--- src/design/cmn_pkg.sv ---
// Shared constants and controller/datapath interface types for the meeting node finder.
package cmn_pkg;

  localparam int MAX_NODES = 1024;
  localparam int IDX_W     = $clog2(MAX_NODES);
  localparam int CNT_W     = IDX_W + 1;
  localparam int DIST_W    = IDX_W + 1;
  localparam int FIELD_W   = 10;
  localparam int EDGE_W    = FIELD_W + 1;

  localparam logic [DIST_W-1:0] UNREACHED = '1;
  localparam logic [CNT_W-1:0]  NODE_LIMIT = CNT_W'(MAX_NODES);

  localparam logic SEL_FIRST  = 1'b0;
  localparam logic SEL_SECOND = 1'b1;

  typedef struct packed {
    logic load;        // store the accepted beat
    logic walk_start;  // seed a walk at its source
    logic walk_sel;    // which distance table the walk uses
    logic edge_rd;     // fetch edge of current node
    logic dist_rd;     // fetch distance of the edge target
    logic step;        // move to the edge target
    logic scan_init;
    logic scan;
    logic publish;     // load result register, restart the graph
  } cmn_cmd_t;

  typedef struct packed {
    logic start_ok;    // source is inside the loaded graph
    logic next_ok;     // fetched edge is valid and in range
    logic next_free;   // edge target not yet reached
    logic scan_done;
    logic out_free;    // result register can take a new beat
  } cmn_sts_t;

endpackage

--- src/design/cmn_ctrl.sv ---
// Sequencer: load, two pointer walks, minimum scan and result hand-off.
module cmn_ctrl import cmn_pkg::*; (
  input  logic     clk_i,
  input  logic     rst_ni,
  input  logic     in_valid_i,
  input  logic     last_node_i,
  output logic     in_stall_o,
  input  cmn_sts_t sts_i,
  output cmn_cmd_t cmd_o
);

  typedef enum logic [2:0] {
    ST_LOAD,
    ST_WALK_START,
    ST_WALK_EDGE,
    ST_WALK_DIST,
    ST_WALK_STEP,
    ST_SCAN_INIT,
    ST_SCAN,
    ST_REPORT
  } state_e;

  state_e state_q, state_d;
  logic   sel_q, sel_d;

  assign in_stall_o = (state_q != ST_LOAD);

  always_comb begin
    cmd_o          = '0;
    cmd_o.walk_sel = sel_q;
    state_d        = state_q;
    sel_d          = sel_q;
    case (state_q)
      ST_LOAD: begin
        if (in_valid_i) begin
          cmd_o.load = 1'b1;
          if (last_node_i) begin
            sel_d   = SEL_FIRST;
            state_d = ST_WALK_START;
          end
        end
      end
      ST_WALK_START: begin
        cmd_o.walk_start = 1'b1;
        if (sts_i.start_ok) begin
          state_d = ST_WALK_EDGE;
        end else if (sel_q == SEL_FIRST) begin
          sel_d = SEL_SECOND;
        end else begin
          state_d = ST_SCAN_INIT;
        end
      end
      ST_WALK_EDGE: begin
        cmd_o.edge_rd = 1'b1;
        state_d       = ST_WALK_DIST;
      end
      ST_WALK_DIST: begin
        cmd_o.dist_rd = 1'b1;
        if (sts_i.next_ok) begin
          state_d = ST_WALK_STEP;
        end else if (sel_q == SEL_FIRST) begin
          sel_d   = SEL_SECOND;
          state_d = ST_WALK_START;
        end else begin
          state_d = ST_SCAN_INIT;
        end
      end
      ST_WALK_STEP: begin
        if (sts_i.next_free) begin
          cmd_o.step = 1'b1;
          state_d    = ST_WALK_EDGE;
        end else if (sel_q == SEL_FIRST) begin
          sel_d   = SEL_SECOND;
          state_d = ST_WALK_START;
        end else begin
          state_d = ST_SCAN_INIT;
        end
      end
      ST_SCAN_INIT: begin
        cmd_o.scan_init = 1'b1;
        state_d         = ST_SCAN;
      end
      ST_SCAN: begin
        cmd_o.scan = 1'b1;
        if (sts_i.scan_done) begin
          state_d = ST_REPORT;
        end
      end
      ST_REPORT: begin
        if (sts_i.out_free) begin
          cmd_o.publish = 1'b1;
          state_d       = ST_LOAD;
        end
      end
      default: begin
        state_d = ST_LOAD;
      end
    endcase
  end

  always_ff @(posedge clk_i or negedge rst_ni) begin
    if (!rst_ni) begin
      state_q <= ST_LOAD;
      sel_q   <= SEL_FIRST;
    end else begin
      state_q <= state_d;
      sel_q   <= sel_d;
    end
  end

endmodule

--- config.mk ---
export PLATFORM = sky130hd
export DESIGN_NAME = cmn_ctrl
export DESIGN_NICKNAME = d
export VERILOG_FILES = /design/src/design/cmn_pkg.sv /design/src/design/cmn_ctrl.sv
export SDC_FILE = /design/constraint.sdc
export NUM_CORES = 1
export LEC_CHECK = 0
export ABC_AREA = 0
export BUFFER_PORTS_ARGS = -buffer_cell sky130_fd_sc_hd__buf_2
export CORE_AREA = 2 2 39 41
export DETAILED_ROUTE_END_ITERATION = 7
export DIE_AREA = 0 0 41 43
export GPL_ROUTABILITY_DRIVEN = 0
export GPL_TIMING_DRIVEN = 0
export PLACE_DENSITY_LB_ADDON = 0.15
export SLEW_MARGIN = 40
export SYNTH_ARGS = -nofsm -noshare
export SYNTH_HDL_FRONTEND = slang
export SYNTH_SLANG_ARGS = --single-unit
--- constraint.sdc ---
create_clock -name clk_i -period 1.1 [get_ports clk_i]
set_input_delay 0.11 -clock clk_i [delete_from_list [all_inputs] [get_ports clk_i]]
set_output_delay 0.11 -clock clk_i [all_outputs]
set_load 0.03 [all_outputs]
==> impl_metrics.env, run 1 <==
export IMPL_holdWs_ns=0.206
export IMPL_die_w_um=41
export IMPL_portBuffers=18
export IMPL_setup_viol=13
export IMPL_drt_iter0_markers=10
export IMPL_endpoint_kind="register"
export IMPL_nNetsFinal=99
export IMPL_cp_slowest_cell="dfrtp_2"
export IMPL_crit_family="compound AO/OA/AOI/OAI gates"
export IMPL_drive_gt1_frac=0.663
export IMPL_placed_cells=87
export IMPL_maxCapViolCount=0
export IMPL_violations="negative setup slack"
export IMPL_cts_sinks=4
export IMPL_cts_tree="yes"
export IMPL_synth_area_um2=392
export IMPL_setup_ws_ns=-0.291
export IMPL_multiInputGateArea_um2=342
export IMPL_path_buf_inv=1
export IMPL_area_growth_pct=116
export IMPL_grt_max_degree=11
export IMPL_antenna_left=0
export IMPL_start_kind="register"
export IMPL_fin_area_um2=846
export IMPL_worstMarginPinSlew_ns=0.248
export IMPL_antenna_found_initial=0
export IMPL_worst_path_max_fanout=5
export IMPL_grt_overflow=0
export IMPL_crit_chain="buf_4, nand2b_4, o32a_1, o21ai_1, o32a_1"
export IMPL_synth_seq_area_share=0.256
export IMPL_drv_slew=0
export IMPL_critPathKind="reg -> reg"
export IMPL_vias=510
export IMPL_num_antenna_cells=0
export IMPL_skew_ns=0.00371
export IMPL_arrival_ns=1.50
export IMPL_grt_pass1_vias=451
export IMPL_root_buffer="clkbuf_4"
export IMPL_rsz0062_at_grt="true"
export IMPL_initial_core_util=0.283
export IMPL_status="finished, violations left"
export IMPL_crit_top_cell="o32a_1"
export IMPL_finish_utilization=0.611
export IMPL_dieArea_mm2=0.00176
export IMPL_yosysTopAreaCellShare=0.256
export IMPL_drc=0
export IMPL_hold_viol_final=0
export IMPL_grt_pass1_wl_mm=1.97
export IMPL_fmax_ghz=0.719
export IMPL_yosys_warnings=0
export IMPL_hold_class="in -> async"
export IMPL_synth_commonest_cells="7 x nor2_1, 5 x nand2_1, 4 x a21oi_1, 4 x dfrtp_1, 4 x o21ai_0"
export IMPL_dp_hpwl_um=788
export IMPL_synth_fp_nets=62
export IMPL_yosys_area_top_type="dfrtp_1"
export IMPL_die_h_um=43
export IMPL_powerDensity_mw_per_mm2=3320
export IMPL_clkLatencyLatePin_ns=0.23
export IMPL_pre_cts_ws_ns=-0.292
export IMPL_synthFlopType="dfrtp_1"
export IMPL_numCtsBuffers=3
export IMPL_p_total_mw=2.81
export IMPL_wl_per_cell_um=12.7
export IMPL_cts_buffer_depth=2
export IMPL_vdd_drop_max_mv=1.66
export IMPL_synthCells=53
export IMPL_firstDrtPassIters=4
export IMPL_fillers=122
export IMPL_fin_tns_setup_ns=-2.87
export IMPL_row_count=14
export IMPL_critPathMaxStageDelay_ns=0.44
export IMPL_max_slew_margin=0.833
export IMPL_synthArstFlopShare=1.00
export IMPL_period_share=1.26
export IMPL_fp_coreArea_mm2=0.00138
export IMPL_regArea_um2=101
export IMPL_post_synth_top_count_cell="nor2_1"
export IMPL_synth_edf_count=0
export IMPL_synth_cell_type_count=26
export IMPL_fin_crit_ns=1.39
export IMPL_syn_avg_cell_area_um2=7.39
export IMPL_final_cells=105
export IMPL_place_area_um2=571
export IMPL_synth_area_leaders="dfrtp_1 26%, nor2_1 6.7%, buf_6 5.8%"
export IMPL_p_leak_nw=0.371
export IMPL_totalWireLength_mm=1.34
export IMPL_avgViaCountPerCell=4.86
export IMPL_htree_levels=1
export IMPL_synth_seq_cells=4
export IMPL_grt_usage=0.170
export IMPL_required_ns=1.21
export IMPL_clk_pin_slew_ns=0.04
export IMPL_ioPinCount=19
## routing by layer
layer | wire length (µm) | GRT usage | vias up | share of wire
met5 | 0 | 0 | - | 0
li1 | - | - | 260 | -
met4 | 9 | 0.0800 | 0 | 0.0067
met2 | 679 | 0.281 | 15 | 0.51
met1 | 595 | 0.198 | 233 | 0.45
met3 | 52 | 0.0314 | 2 | 0.039
## layout by cell type, fill, tap and decap left out, types with 2 or more instances in the layout
cell       n
a21oi_1    2
a21oi_2    3
buf_12     2
buf_2      8
buf_4     10
buf_6     15
clkbuf_4   3
dfrtp_1    3
nand2_1    2
nand2_2    3
nand2b_4   2
nand3b_1   2
nor2_1     5
nor2_4     2
nor3_4     2
nor3b_4    2
o21ai_1    3
o21ai_2    2
o32a_1     2
## what timing repair did
| action | 4_1_cts | 5_1_grt |
|---|---|---|
| resized for setup | 25 | 15 |
| hold buffers | 1 | 0 |
| endpoints found under the hold margin | 4 | 0 |
| pin swaps | 7 | 10 |
| endpoints found under the setup margin | 13 | 14 |
| setup buffers | 10 | 4 |
## registers in the layout, indices dropped and copies added, names as in the netlist
signal and flops:
state_q 3, sel_q 1
## area by class of cell
cell class                      count  area share
Inverter                            2     0.00888
Timing Repair Buffer               33       0.364
Tap cell                           16      0.0237
Buffer                              4      0.0488
Multi-Input combinational cell     42       0.404
Sequential cell                     4       0.120
Clock buffer                        4      0.0311
## power breakdown
group / switching [mW] / internal (mW) / leakage (nW)
sequential: 0.0977 / 0.228 / 0.0427
combinational: 1.11 / 1.17 / 0.314
clock: 0.0588 / 0.136 / 0.0150
## final timing paths
check / start / to / slack, ns / cells past startpoint
setup reg to reg: state_q[0]$_DFFE_PN0P_ / state_q[2]$_DFFE_PN0P_ / -0.29 / 5
hold / removal: rst_ni / state_q[2]$_DFFE_PN0P_ / 0.21 / 2
min in group clk_i: sts_i[0] / state_q[1]$_DFFE_PN0P_ / 0.24 / 3
hold reg to reg: sel_q$_DFFE_PN0P_ / sel_q$_DFFE_PN0P_ / 0.71 / 2
max in group asynchronous: rst_ni / state_q[0]$_DFFE_PN0P_ / 0.77 / 2
setup / recovery: state_q[0]$_DFFE_PN0P_ / state_q[2]$_DFFE_PN0P_ / -0.29 / 5
## kinds of logic (layout without fill, tap and decap cells)
kind of cell	after synthesis	in the layout	synth area share
buffers and inverters	7	43	0.121
flip-flops	4	4	0.256
AND/OR/NAND/NOR	27	27	0.377
AO/OA/AOI/OAI	15	15	0.246
No activity file was read; power rests on OpenSTA's default activity.
==> run 2, diff against run 1 <==
--- a/config.mk
+++ b/config.mk
@@ -6,7 +6,7 @@
 export NUM_CORES = 1
 export LEC_CHECK = 0
 export ABC_AREA = 0
-export BUFFER_PORTS_ARGS = -buffer_cell sky130_fd_sc_hd__buf_2
+export BUFFER_PORTS_ARGS = -buffer_cell sky130_fd_sc_hd__buf_4
 export CORE_AREA = 2 2 39 41
 export DETAILED_ROUTE_END_ITERATION = 7
 export DIE_AREA = 0 0 41 43
==> impl_metrics.env, run 2 (synthesis results as in run 1) <==
export IMPL_mostFrequentLayoutCells="19 x buf_4, 12 x buf_6, 4 x nor2_1, 4 x a21oi_1"
export IMPL_path_buf_inv=2
export IMPL_numCtsBuffers=3
export IMPL_rsz0062_at_grt="true"
export IMPL_layout_commonest_cell="buf_4"
export IMPL_vdd_drop_max_mv=1.55
export IMPL_cts_sinks=4
export IMPL_hold_class="in -> async"
export IMPL_grt_max_degree=11
export IMPL_powerDensity_mw_per_mm2=3160
export IMPL_crit_family="compound AO/OA/AOI/OAI gates"
export IMPL_p_leak_nw=0.352
export IMPL_num_antenna_cells=0
export IMPL_required_ns=1.21
export IMPL_drv_slew=0
export IMPL_placed_cells=87
export IMPL_fin_area_um2=807
export IMPL_drc=0
export IMPL_fp_coreArea_mm2=0.00138
export IMPL_area_growth_pct=106
export IMPL_antenna_left=0
export IMPL_clkLatencyLatePin_ns=0.23
export IMPL_skew_ns=0.00158
export IMPL_nNetsFinal=95
export IMPL_root_buffer="clkbuf_4"
export IMPL_antenna_found_initial=0
export IMPL_p_total_mw=2.55
export IMPL_critPathMaxStageDelay_ns=0.41
export IMPL_row_count=14
export IMPL_start_kind="register"
export IMPL_clk_pin_slew_ns=0.04
export IMPL_portBuffers=18
export IMPL_fmax_ghz=0.715
export IMPL_setup_ws_ns=-0.299
export IMPL_grt_pass1_vias=421
export IMPL_firstDrtPassIters=4
export IMPL_max_slew_margin=0.853
export IMPL_hold_viol_final=0
export IMPL_worst_path_max_fanout=6
export IMPL_dieArea_mm2=0.00176
export IMPL_period_share=1.27
export IMPL_critical_path_depth=5
export IMPL_crit_chain="buf_6, buf_4, nor3_2, o21ai_1, o32a_1"
export IMPL_drive_gt1_frac=0.635
export IMPL_holdWs_ns=0.211
export IMPL_place_area_um2=616
export IMPL_drt_iter0_markers=9
export IMPL_cp_slowest_cell="dfrtp_1"
export IMPL_maxCapViolCount=0
export IMPL_reg_top3="state_q (3), sel_q (1)"
export IMPL_r2r_cells=5
export IMPL_die_w_um=41
export IMPL_dp_hpwl_um=803
export IMPL_grt_pass1_wl_mm=1.77
export IMPL_die_h_um=43
export IMPL_endpoint_kind="register"
export IMPL_violations="negative setup slack"
export IMPL_totalWireLength_mm=1.25
export IMPL_arrival_ns=1.50
export IMPL_cts_tree="yes"
export IMPL_avgViaCountPerCell=5.03
export IMPL_pre_cts_ws_ns=-0.304
export IMPL_largest_register_ffs=3
export IMPL_fin_crit_ns=1.40
export IMPL_cts_buffer_depth=2
export IMPL_grt_usage=0.151
export IMPL_wl_per_cell_um=12.3
export IMPL_htree_levels=1
export IMPL_initial_core_util=0.283
export IMPL_setup_viol=13
export IMPL_final_cells=101
export IMPL_ioPinCount=19
export IMPL_top_register="state_q"
export IMPL_vias=508
export IMPL_grt_overflow=0
export IMPL_critPathKind="reg -> reg"
export IMPL_worstMarginPinSlew_ns=0.219
export IMPL_status="finished, violations left"
[run 2: cell types whose count changed in the layout (fill, tap and decap cells not counted), moves of 2 or more]
cell,before,now
buf_6,15,12
buf_12,2,0
o21ai_0,0,2
a21oi_2,3,1
o21ai_2,2,0
buf_2,8,0
buf_4,10,19
a21oi_1,2,4
[run 2: final cells by class]
type | count | area [µm²]
Fill cell | 125 | 577
Multi-Input combinational cell | 42 | 349
Timing Repair Buffer | 29 | 262
Sequential cell | 4 | 101
Buffer | 4 | 41.3
Clock buffer | 4 | 26.3
Tap cell | 16 | 20.0
Inverter | 2 | 7.51
[run 2: metrics by stage]
step | setup TNS [ns] | utilization
after floorplan | -0.427 | -
after global placement | -1.05 | 0.445
after detailed placement | -1.20 | 0.445
after CTS | -3.09 | 0.551
after global routing | -3.50 | 0.583
final | -2.63 | 0.583
[run 2: what timing repair did]
action / CTS / global route
hold endpoints to repair: 4 / 0
resized for setup: 18 / 7
hold buffers: 1 / 0
pin swaps: 5 / 9
setup buffers: 6 / 4
endpoints found under the setup margin: 13 / 13
[run 2: final timing paths]
check                                            start                endpoint  slack [ns]
worst max register to register  state_q[1]$_DFFE_PN0P_  state_q[2]$_DFFE_PN0P_       -0.30
min in group clk_i                         last_node_i       sel_q$_DFFE_PN0P_        0.22
worst min register to register  state_q[1]$_DFFE_PN0P_  state_q[1]$_DFFE_PN0P_        0.67
worst min-delay path                            rst_ni  state_q[2]$_DFFE_PN0P_        0.21
worst max-delay path            state_q[1]$_DFFE_PN0P_  state_q[2]$_DFFE_PN0P_       -0.30
max in group asynchronous                       rst_ni  state_q[0]$_DFFE_PN0P_        0.78
[run 2: power breakdown]
part / total (mW) / internal, mW / leakage, nW / switching, mW
combinational: 2.00 / 0.983 / 0.294 / 1.02
clock: 0.195 / 0.136 / 0.0150 / 0.0587
sequential: 0.349 / 0.228 / 0.0427 / 0.122
total: 2.55 / 1.35 / 0.352 / 1.20
[run 2: per-layer routing]
layer	part of all wire	track usage	routed length [µm]	vias to the layer above
li1	-	-	-	250
met1	0.41	0.194	511	233
met2	0.53	0.225	655	25
met3	0.064	0.0314	80	0
met4	0	0.0800	0	0
met5	0	0	0	-
